[config.mk]
export PLATFORM = sky130hd
export DESIGN_NAME = small_rsa_crypt_unit
export DESIGN_NICKNAME = d
export VERILOG_FILES = /design/src/design/srsa_pkg.sv /design/src/design/srsa_div.sv /design/src/design/srsa_mulmod.sv /design/src/design/small_rsa_crypt_unit.sv
export VERILOG_INCLUDE_DIRS = /design/src /design/src/design
export SDC_FILE = /design/constraint.sdc
export NUM_CORES = 2
export LEC_CHECK = 0
export ABC_AREA = 1
export BUFFER_PORTS_ARGS = -buffer_cell sky130_fd_sc_hd__buf_2
export CELL_PAD_IN_SITES_DETAIL_PLACEMENT = 0
export CELL_PAD_IN_SITES_GLOBAL_PLACEMENT = 1
export CORE_UTILIZATION = 45
export DETAILED_ROUTE_END_ITERATION = 10
export GPL_TIMING_DRIVEN = 1
export PLACE_DENSITY = 0.82
export SLEW_MARGIN = 20
export SYNTH_ARGS = -nofsm -noshare
export SYNTH_HDL_FRONTEND = slang
export SYNTH_HIERARCHICAL = 1
export SYNTH_SLANG_ARGS = --single-unit
[constraint.sdc]
create_clock -name clk -period 9.94 [get_ports clk]
set_clock_uncertainty 0.15 [all_clocks]
set_input_delay 1.491 -clock clk [delete_from_list [all_inputs] [get_ports clk]]
set_output_delay 1.491 -clock clk [all_outputs]
set_load 0.1 [all_outputs]
[src/design/small_rsa_crypt_unit_assert.svh]
// Assertion macros for the RSA unit
`ifndef SMALL_RSA_CRYPT_UNIT_ASSERT_SVH
`define SMALL_RSA_CRYPT_UNIT_ASSERT_SVH

// same-cycle implication, sampled on clk, off during reset
`define SRSA_ASSERT_NOW(lbl, ante, cons) \
  lbl: assert property (@(posedge clk) disable iff (rst) (ante) |-> (cons)) \
    else $error("assertion failed");

// next-cycle implication, sampled on clk, off during reset
`define SRSA_ASSERT_NEXT(lbl, ante, cons) \
  lbl: assert property (@(posedge clk) disable iff (rst) (ante) |=> (cons)) \
    else $error("assertion failed");

`endif

[src/design/srsa_pkg.sv]
package srsa_pkg;

  localparam int DW = 30;
  localparam int PW = 15;
  localparam int CW = 5;

  typedef enum logic [1:0] {
    STAT_OK         = 2'd0,
    STAT_BAD_PRIMES = 2'd1,
    STAT_NO_EXP     = 2'd2
  } status_t;

  typedef enum logic [1:0] {
    REG_PRIME_P = 2'd0,
    REG_PRIME_Q = 2'd1,
    REG_DEC_EXP = 2'd2,
    REG_DEC_MOD = 2'd3
  } reg_idx_t;

  localparam logic ACT_ENC = 1'b0;
  localparam logic ACT_DEC = 1'b1;

  typedef enum logic [3:0] {
    ST_IDLE,
    ST_KINIT,
    ST_PTEST,
    ST_PDIV,
    ST_ECHK,
    ST_GCD,
    ST_GW,
    ST_DQ,
    ST_DT,
    ST_DW,
    ST_PMODW,
    ST_PLOOP,
    ST_PMR,
    ST_PSW
  } state_t;

  typedef struct packed {
    logic          start;
    logic [DW-1:0] dividend;
    logic [DW-1:0] divisor;
  } div_req_t;

  typedef struct packed {
    logic          start;
    logic [DW-1:0] a;
    logic [DW-1:0] b;
    logic [DW-1:0] m;
  } mul_req_t;

endpackage

[src/design/srsa_div.sv]
module srsa_div (
  input  logic             clk,
  input  logic             rst,
  input  srsa_pkg::div_req_t req,
  output logic             done,
  output logic [srsa_pkg::DW-1:0] quo,
  output logic [srsa_pkg::DW-1:0] rem
);
  import srsa_pkg::*;

  logic          busy;
  logic [CW-1:0] cnt;
  logic [DW-1:0] dvs;
  logic [DW:0]   shifted;
  logic          ge;
  logic [DW:0]   diff;

  assign shifted = {rem, quo[DW-1]};
  assign ge      = shifted >= {1'b0, dvs};
  assign diff    = shifted - {1'b0, dvs};

  always_ff @(posedge clk) begin
    if (rst) begin
      busy <= 1'b0;
      done <= 1'b0;
    end else begin
      done <= 1'b0;
      if (req.start) begin
        busy <= 1'b1;
      end else if (busy && cnt == '0) begin
        busy <= 1'b0;
        done <= 1'b1;
      end
    end
  end

  // restoring division, one quotient bit per cycle
  always_ff @(posedge clk) begin
    if (req.start) begin
      rem <= '0;
      quo <= req.dividend;
      dvs <= req.divisor;
      cnt <= CW'(DW - 1);
    end else if (busy) begin
      rem <= ge ? diff[DW-1:0] : shifted[DW-1:0];
      quo <= {quo[DW-2:0], ge};
      cnt <= cnt - 1'b1;
    end
  end

endmodule

[src/design/srsa_mulmod.sv]
module srsa_mulmod (
  input  logic             clk,
  input  logic             rst,
  input  srsa_pkg::mul_req_t req,
  output logic             done,
  output logic [srsa_pkg::DW-1:0] prod
);
  import srsa_pkg::*;

  logic          busy;
  logic [CW-1:0] cnt;
  logic [DW-1:0] a;
  logic [DW-1:0] b;
  logic [DW-1:0] m;
  logic [DW:0]   s1;
  logic [DW:0]   s2;
  logic [DW:0]   s1_red;
  logic [DW:0]   s2_red;

  // operands stay below m, so one conditional subtract reduces each sum
  assign s1     = {1'b0, prod} + {1'b0, a};
  assign s2     = {1'b0, a} + {1'b0, a};
  assign s1_red = (s1 >= {1'b0, m}) ? s1 - {1'b0, m} : s1;
  assign s2_red = (s2 >= {1'b0, m}) ? s2 - {1'b0, m} : s2;

  always_ff @(posedge clk) begin
    if (rst) begin
      busy <= 1'b0;
      done <= 1'b0;
    end else begin
      done <= 1'b0;
      if (req.start) begin
        busy <= 1'b1;
      end else if (busy && cnt == '0) begin
        busy <= 1'b0;
        done <= 1'b1;
      end
    end
  end

  always_ff @(posedge clk) begin
    if (req.start) begin
      prod <= '0;
      a    <= req.a;
      b    <= req.b;
      m    <= req.m;
      cnt  <= CW'(DW - 1);
    end else if (busy) begin
      if (b[0]) begin
        prod <= s1_red[DW-1:0];
      end
      a   <= s2_red[DW-1:0];
      b   <= {1'b0, b[DW-1:1]};
      cnt <= cnt - 1'b1;
    end
  end

endmodule

[src/design/small_rsa_crypt_unit.sv]
// An operation reduces the base with the divider, then squares once per exponent bit and
// multiplies once more for each set bit before it posts the result.
// A bad key on encrypt, or a decrypt modulus below 2, answers with zero straight from idle.
// Throughput: one item at a time; the shared divider and modular multiplier set it.
// Key derivation runs after reset and after each prime write; busy stays high meanwhile.
// Reset is synchronous; the receiver cannot stall, a result is shown one cycle.
module small_rsa_crypt_unit (
  input  logic        clk,
  input  logic        rst,
  input  logic        start,
  output logic        busy,
  input  logic        action,
  input  logic [29:0] value_in,
  output logic        done,
  output logic [29:0] value_out,
  output logic [1:0]  status,
  output logic [29:0] pub_exponent,
  output logic [29:0] priv_exponent,
  output logic [29:0] key_modulus,
  input  logic        wr_en,
  input  logic [1:0]  wr_index,
  input  logic [29:0] wr_data
);
  import srsa_pkg::*;

  state_t        state, state_next;
  logic [PW-1:0] prime_p, prime_q;
  logic [DW-1:0] dec_exponent, dec_modulus;
  status_t       key_status, key_status_next;
  logic [DW-1:0] key_e, key_e_next, key_d, key_d_next, key_n, key_n_next;
  logic          chk_sel, chk_sel_next;
  logic [15:0]   f, f_next;
  logic [DW-1:0] phi, phi_next, ga, ga_next, gb, gb_next;
  logic [DW-1:0] qpe, qpe_next, remv, remv_next, tacc, tacc_next, qacc, qacc_next;
  logic          act, act_next;
  logic [DW-1:0] m, m_next, ex, ex_next, base, base_next, acc, acc_next;
  logic          done_next;
  logic [DW-1:0] value_out_next;
  logic [PW-1:0] cand;
  logic [31:0]   f_sq;
  div_req_t      div_req;
  mul_req_t      mul_req;
  logic          div_done, mul_done;
  logic [DW-1:0] div_quo, div_rem, mul_prod;

  srsa_div u_div (
    .clk  (clk),
    .rst  (rst),
    .req  (div_req),
    .done (div_done),
    .quo  (div_quo),
    .rem  (div_rem)
  );

  srsa_mulmod u_mul (
    .clk  (clk),
    .rst  (rst),
    .req  (mul_req),
    .done (mul_done),
    .prod (mul_prod)
  );

  assign cand = chk_sel ? prime_q : prime_p;
  assign f_sq = 32'(f) * 32'(f);

  assign busy          = (state != ST_IDLE);
  assign status        = key_status;
  assign pub_exponent  = key_e;
  assign priv_exponent = key_d;
  assign key_modulus   = key_n;

  always_ff @(posedge clk) begin
    if (rst) begin
      prime_p      <= PW'(61);
      prime_q      <= PW'(53);
      dec_exponent <= '0;
      dec_modulus  <= DW'(2);
    end else if (wr_en) begin
      unique case (wr_index)
        REG_PRIME_P: prime_p      <= wr_data[PW-1:0];
        REG_PRIME_Q: prime_q      <= wr_data[PW-1:0];
        REG_DEC_EXP: dec_exponent <= wr_data;
        REG_DEC_MOD: dec_modulus  <= wr_data;
        default: ;
      endcase
    end
  end

  always_ff @(posedge clk) begin
    if (rst) begin
      state <= ST_KINIT;
      done  <= 1'b0;
    end else begin
      state <= state_next;
      done  <= done_next;
    end
  end

  always_ff @(posedge clk) begin
    key_status <= key_status_next;
    key_e      <= key_e_next;
    key_d      <= key_d_next;
    key_n      <= key_n_next;
    chk_sel    <= chk_sel_next;
    f          <= f_next;
    phi        <= phi_next;
    ga         <= ga_next;
    gb         <= gb_next;
    qpe        <= qpe_next;
    remv       <= remv_next;
    tacc       <= tacc_next;
    qacc       <= qacc_next;
    act        <= act_next;
    m          <= m_next;
    ex         <= ex_next;
    base       <= base_next;
    acc        <= acc_next;
    value_out  <= value_out_next;
  end

  always_comb begin
    state_next      = state;
    done_next       = 1'b0;
    key_status_next = key_status;
    key_e_next      = key_e;
    key_d_next      = key_d;
    key_n_next      = key_n;
    chk_sel_next    = chk_sel;
    f_next          = f;
    phi_next        = phi;
    ga_next         = ga;
    gb_next         = gb;
    qpe_next        = qpe;
    remv_next       = remv;
    tacc_next       = tacc;
    qacc_next       = qacc;
    act_next        = act;
    m_next          = m;
    ex_next         = ex;
    base_next       = base;
    acc_next        = acc;
    value_out_next  = value_out;
    div_req         = '0;
    mul_req         = '0;

    unique case (state)
      ST_IDLE: begin
        if (start) begin
          act_next = action;
          if (action == ACT_ENC) begin
            if (key_status != STAT_OK) begin
              value_out_next = '0;
              done_next      = 1'b1;
            end else begin
              m_next           = key_n;
              ex_next          = key_e;
              div_req.start    = 1'b1;
              div_req.dividend = {{(DW-8){1'b0}}, value_in[7:0]};
              div_req.divisor  = key_n;
              state_next       = ST_PMODW;
            end
          end else begin
            if (dec_modulus < DW'(2)) begin
              value_out_next = '0;
              done_next      = 1'b1;
            end else begin
              m_next           = dec_modulus;
              ex_next          = dec_exponent;
              div_req.start    = 1'b1;
              div_req.dividend = value_in;
              div_req.divisor  = dec_modulus;
              state_next       = ST_PMODW;
            end
          end
        end
      end
      ST_KINIT: begin
        key_e_next   = '0;
        key_d_next   = '0;
        key_n_next   = '0;
        chk_sel_next = 1'b0;
        f_next       = 16'd2;
        state_next   = ST_PTEST;
      end
      // trial division of p, then q
      ST_PTEST: begin
        if (cand < PW'(2)) begin
          key_status_next = STAT_BAD_PRIMES;
          state_next      = ST_IDLE;
        end else if (f_sq > {17'd0, cand}) begin
          if (!chk_sel) begin
            chk_sel_next = 1'b1;
            f_next       = 16'd2;
          end else if (prime_p == prime_q) begin
            key_status_next = STAT_BAD_PRIMES;
            state_next      = ST_IDLE;
          end else begin
            key_n_next = DW'(prime_p) * DW'(prime_q);
            phi_next   = (DW'(prime_p) - DW'(1)) * (DW'(prime_q) - DW'(1));
            key_e_next = DW'(2);
            state_next = ST_ECHK;
          end
        end else begin
          div_req.start    = 1'b1;
          div_req.dividend = DW'(cand);
          div_req.divisor  = DW'(f);
          state_next       = ST_PDIV;
        end
      end
      ST_PDIV: begin
        if (div_done) begin
          if (div_rem == '0) begin
            key_status_next = STAT_BAD_PRIMES;
            key_n_next      = '0;
            state_next      = ST_IDLE;
          end else begin
            f_next     = f + 1'b1;
            state_next = ST_PTEST;
          end
        end
      end
      ST_ECHK: begin
        if (key_e >= phi) begin
          key_status_next = STAT_NO_EXP;
          key_e_next      = '0;
          state_next      = ST_IDLE;
        end else begin
          ga_next    = key_e;
          gb_next    = phi;
          state_next = ST_GCD;
        end
      end
      ST_GCD: begin
        if (gb == '0) begin
          if (ga == DW'(1)) begin
            div_req.start    = 1'b1;
            div_req.dividend = phi;
            div_req.divisor  = key_e;
            state_next       = ST_DQ;
          end else begin
            key_e_next = key_e + 1'b1;
            state_next = ST_ECHK;
          end
        end else begin
          div_req.start    = 1'b1;
          div_req.dividend = ga;
          div_req.divisor  = gb;
          state_next       = ST_GW;
        end
      end
      ST_GW: begin
        if (div_done) begin
          ga_next    = gb;
          gb_next    = div_rem;
          state_next = ST_GCD;
        end
      end
      ST_DQ: begin
        if (div_done) begin
          qpe_next   = div_quo;
          remv_next  = div_rem;
          tacc_next  = div_rem + 1'b1;
          qacc_next  = div_quo;
          state_next = ST_DT;
        end
      end
      // tacc = j*rem + 1, qacc = j*(phi/e), stepped with j
      ST_DT: begin
        div_req.start    = 1'b1;
        div_req.dividend = tacc;
        div_req.divisor  = key_e;
        state_next       = ST_DW;
      end
      ST_DW: begin
        if (div_done) begin
          if (div_rem == '0) begin
            key_d_next      = qacc + div_quo;
            key_status_next = STAT_OK;
            state_next      = ST_IDLE;
          end else begin
            tacc_next  = tacc + remv;
            qacc_next  = qacc + qpe;
            state_next = ST_DT;
          end
        end
      end
      ST_PMODW: begin
        if (div_done) begin
          base_next  = div_rem;
          acc_next   = DW'(1);
          state_next = ST_PLOOP;
        end
      end
      ST_PLOOP: begin
        if (ex == '0) begin
          value_out_next = (act == ACT_DEC) ? {{(DW-8){1'b0}}, acc[7:0]} : acc;
          done_next      = 1'b1;
          state_next     = ST_IDLE;
        end else if (ex[0]) begin
          mul_req.start = 1'b1;
          mul_req.a     = acc;
          mul_req.b     = base;
          mul_req.m     = m;
          state_next    = ST_PMR;
        end else begin
          mul_req.start = 1'b1;
          mul_req.a     = base;
          mul_req.b     = base;
          mul_req.m     = m;
          state_next    = ST_PSW;
        end
      end
      ST_PMR: begin
        if (mul_done) begin
          acc_next      = mul_prod;
          mul_req.start = 1'b1;
          mul_req.a     = base;
          mul_req.b     = base;
          mul_req.m     = m;
          state_next    = ST_PSW;
        end
      end
      ST_PSW: begin
        if (mul_done) begin
          base_next  = mul_prod;
          ex_next    = {1'b0, ex[DW-1:1]};
          state_next = ST_PLOOP;
        end
      end
      default: state_next = ST_IDLE;
    endcase

    // a new prime restarts key derivation
    if (wr_en && (wr_index == REG_PRIME_P || wr_index == REG_PRIME_Q)) begin
      state_next = ST_KINIT;
    end
  end

`include "small_rsa_crypt_unit_assert.svh"

  `SRSA_ASSERT_NOW(a_ok_key, done && status == STAT_OK, key_modulus != '0 && pub_exponent != '0)
  `SRSA_ASSERT_NOW(a_done_idle, done, !busy)
  `SRSA_ASSERT_NEXT(a_start_busy, start && !busy && !wr_en, busy || done)
  `SRSA_ASSERT_NOW(a_bad_zero, done && status == STAT_BAD_PRIMES, key_modulus == '0)

endmodule
==> results by group <==
Clock network
  – Post-CTS Resized: 0
  – TritonCTS Sinks: 789
  – Post-CTS Setup Inserts: 0
  – CTS Root Cell: clkbuf_16
  – Clock buffer count from CTS: 91
  – Clk slew on worst S/H paths: 0.06 ns
  – CTS tree: done
  – CTS max path bufs: 3
  – Clk_lat worst skew: ~0.73 ns
  – H-tree levels: 3
  – Post-CTS Hold Buffers: 0

Synth
  – Seq/Total Area, Yosys: around 29%
  – Post-synth top flop: edfxtp_1
  – Synth Register Bits: 789
  – Dominant cells by area after synthesis: edfxtp_1, fa_1, nand2_1
  – FFs w/ async S/R, synth: 0%
  – Yosys top cell area share: roughly a quarter
  – Syn_area_per_cell: between 7 and 8 um^2
  – Synth cell types: 69
  – Yosys warns: 6
  – EDFF count, synth: just over 600
  – Cell taking the most area after synthesis: edfxtp_1
  – Post-synth net total: about 11,000
  – Mapped Area: between 70,000 and 80,000 um^2
  – Cells after Synth: 9,640

Cells and area
  – Most frequent cells in the layout: nand2_1, inv_1, nor2_1
  – Fillers: ~16,000
  – Net count, final: between 10,000 and 15,000
  – Commonest non-fill, non-tap cell in the layout: nand2_1
  – Area delta synth->final: 8.337%
  – Design Area, Final: 81,100 um^2
  – Fraction of layout cells with a size suffix above 1: 6.732%

Worst hold path
  – Hold EP: u_div/cnt[4]$_SDFFE_PP1P_
  – Hold Path Cell Cnt: 2
  – HP Start: u_div/cnt[4]$_SDFFE_PP1P_
  – HP Class: flop to flop

Timing
  – Period utilization: around 90%
  – Maximum clock rate: about 110 MHz
  – Final hold viol count: 0
  – Worst-Margin Slew: around 1.1 ns
  – Setup TNS: 0 ns
  – Max Slew Vio Count: 0
  – Endpoints failing setup: 0
  – Crit path time final: 8.919 ns
  – Relative slew slack: 24.63%
  – RSZ-0062 raised after global routing: false

Outcome
  – Violated checks: design-rule violations
  – Status: finished with violations

Drt
  – Drt pass-1 iters: 10
  – DRT iter0 DRCs: between 7,000 and 8,000
  – DR vias/cell: roughly 5.4
  – Routed wire length: around 260,000 um
  – DR WL/cell: 21.56 um
  – DRC: 32
  – Final ANT Viol Nets: 0
  – Via count: between 60,000 and 70,000

Global route
  – First-pass GRT wire length: ~390,000 um
  – All-layer global routing usage: 30.45%
  – Vias in the first global route: 62,109
  – Pin count of the biggest net entering global routing: between 90 and 100
  – Initial antenna violation count: 21
  – Global route overflow: 0

Critical path
  – Arr. time, crit path: 9.14 ns
  – RR Endpoint: u_div/quo[1]$_DFFE_PP_
  – Critical path class: flop to flop
  – CP Max Fanout: 31
  – Slowest stage delay, CP: 0.93 ns
  – Critical Path RT: slightly above 10 ns
  – Startpoint Class: flop
  – Reg-to-Reg Start: f[11]$_SDFFCE_PN0P_
  – Max stage delay cell, worst path: edfxtp_1
  – Worst reg2reg setup slack: 1.02 ns
  – FF-to-FF path depth: 31
  – CP Buf/Inv Count: 8
  – Worst setup EP type: flop
  – Crit-path leading delay family: adder cells

Floorplan
  – Row cnt: 149
  – Chip height: between 400 and 500 um
  – Total core area: 165,000 um^2
  – Die Width: 409.9 um
  – IO Count: 191
  – Initial Util: 45.37%
  – Die area: 168,000 um^2

Flow run
  – Max Cap Viol: 0

Placement
  – Placer congestion estimate: 0.9732
  – Placed cell areas: 77,940 um^2
  – HPWL Detailed: 209,200 um
  – I/O Buffers: between 150 and 200
[cell usage after synthesis, types with 6 or more instances]
| library cell | count |
|---|---|
| nand2_1 | 2420 |
| inv_1 | 1874 |
| nor2_1 | 821 |
| edfxtp_1 | 620 |
| fa_1 | 584 |
| ha_1 | 549 |
| o21ai_0 | 533 |
| a21oi_1 | 469 |
| nand3_1 | 300 |
| clkbuf_1 | 247 |
| dfxtp_1 | 169 |
| nand4_1 | 106 |
| xor2_1 | 105 |
| xnor2_1 | 88 |
| nor3_1 | 71 |
| nor2_2 | 53 |
| nor4_1 | 41 |
| nand3_2 | 34 |
| o22ai_1 | 34 |
| inv_2 | 33 |
| o21bai_1 | 32 |
| a22oi_1 | 31 |
| o21ai_1 | 31 |
| a31oi_1 | 30 |
| nand2_2 | 30 |
| o211ai_1 | 30 |
| o21a_1 | 30 |
| buf_2 | 23 |
| a21o_1 | 22 |
| nand3b_1 | 22 |
| or2_2 | 21 |
| o221ai_1 | 20 |
| a221oi_1 | 18 |
| and2_1 | 14 |
| nor3_2 | 14 |
| buf_1 | 12 |
| clkinv_1 | 11 |
| buf_6 | 10 |
| nor2_4 | 9 |
| a21boi_0 | 7 |
| buf_4 | 6 |
[cell families (layout without fill, tap and decap cells)]
kind of cell,count (synthesis),in the layout,synth area share [%]
DFF,789,789,29.39
adders and majority gates,1133,1133,24.79
xor gates and xnor gates,193,193,2.258
buffers and inverters,2222,2356,11.39
other,0,8,0
AOI/OAI and AO/OA,1321,1321,9.813
muxes,1,1,0.01504
and+or+nand+nor,3981,3981,22.34
[layer usage]
layer	vias to the layer above	global-route usage (%)	part of all wire, %
li1	30621	-	-
met1	30850	42.81	43
met2	2760	46.72	44
met3	409	5.096	8.9
met4	14	11.82	4.6
met5	-	0	0.036
[metrics by stage]
stage	setup slack (ns)	utilization, %	hold slack (ns)	instances
floorplan	0.9274	-	0.2757	9640
global placement	1.159	47.24	0.2832	11791
detailed placement	1.130	47.24	0.2903	11791
CTS	1.071	49.13	0.3041	11962
global route	0.4751	49.14	0.3298	11963
finish	1.021	49.16	0.3057	11971
[cell type report]
class                      instances  area (um^2)  area share (%)
timing repair buffer             267         1562           1.925
clock buffer                     106         2385           2.940
inverter                        1918         7203           8.882
sequential                       789        22000           27.13
antenna                            8        20.02         0.02468
tap                             2189         2739           3.377
multi-input combinational       6629        44460           54.82
clock inverter                    65        730.7          0.9010
[worst max path at each step]
stage          slack [ns]                 from  cells past startpoint                   endpoint
6_report             1.02  f[11]$_SDFFCE_PN0P_                     31     u_div/quo[1]$_DFFE_PP_
3_5_place_dp         1.13  f[11]$_SDFFCE_PN0P_                     31     u_div/quo[1]$_DFFE_PP_
2_1_floorplan        0.93   f[1]$_SDFFCE_PN1P_                     35  pub_exponent[0]$_DFFE_PP_
5_1_grt              0.48  f[11]$_SDFFCE_PN0P_                     31     u_div/quo[1]$_DFFE_PP_
3_3_place_gp         1.16  f[11]$_SDFFCE_PN0P_                     31     u_div/quo[1]$_DFFE_PP_
4_1_cts              1.07  f[11]$_SDFFCE_PN0P_                     31     u_div/quo[1]$_DFFE_PP_
[worst reg2reg max path: cells and delay by family, from the launching register on]
family	cells	cell delay, ns
fa+ha+maj	8	3.82
simple gates	13	2.12
buf+inv	8	1.23
flops	1	0.93
xor+xnor	1	0.17
compound gates	1	0.13
Power is not shown: default switching activity piles up to over one toggle a cycle in this logic, so the estimate is an artifact.
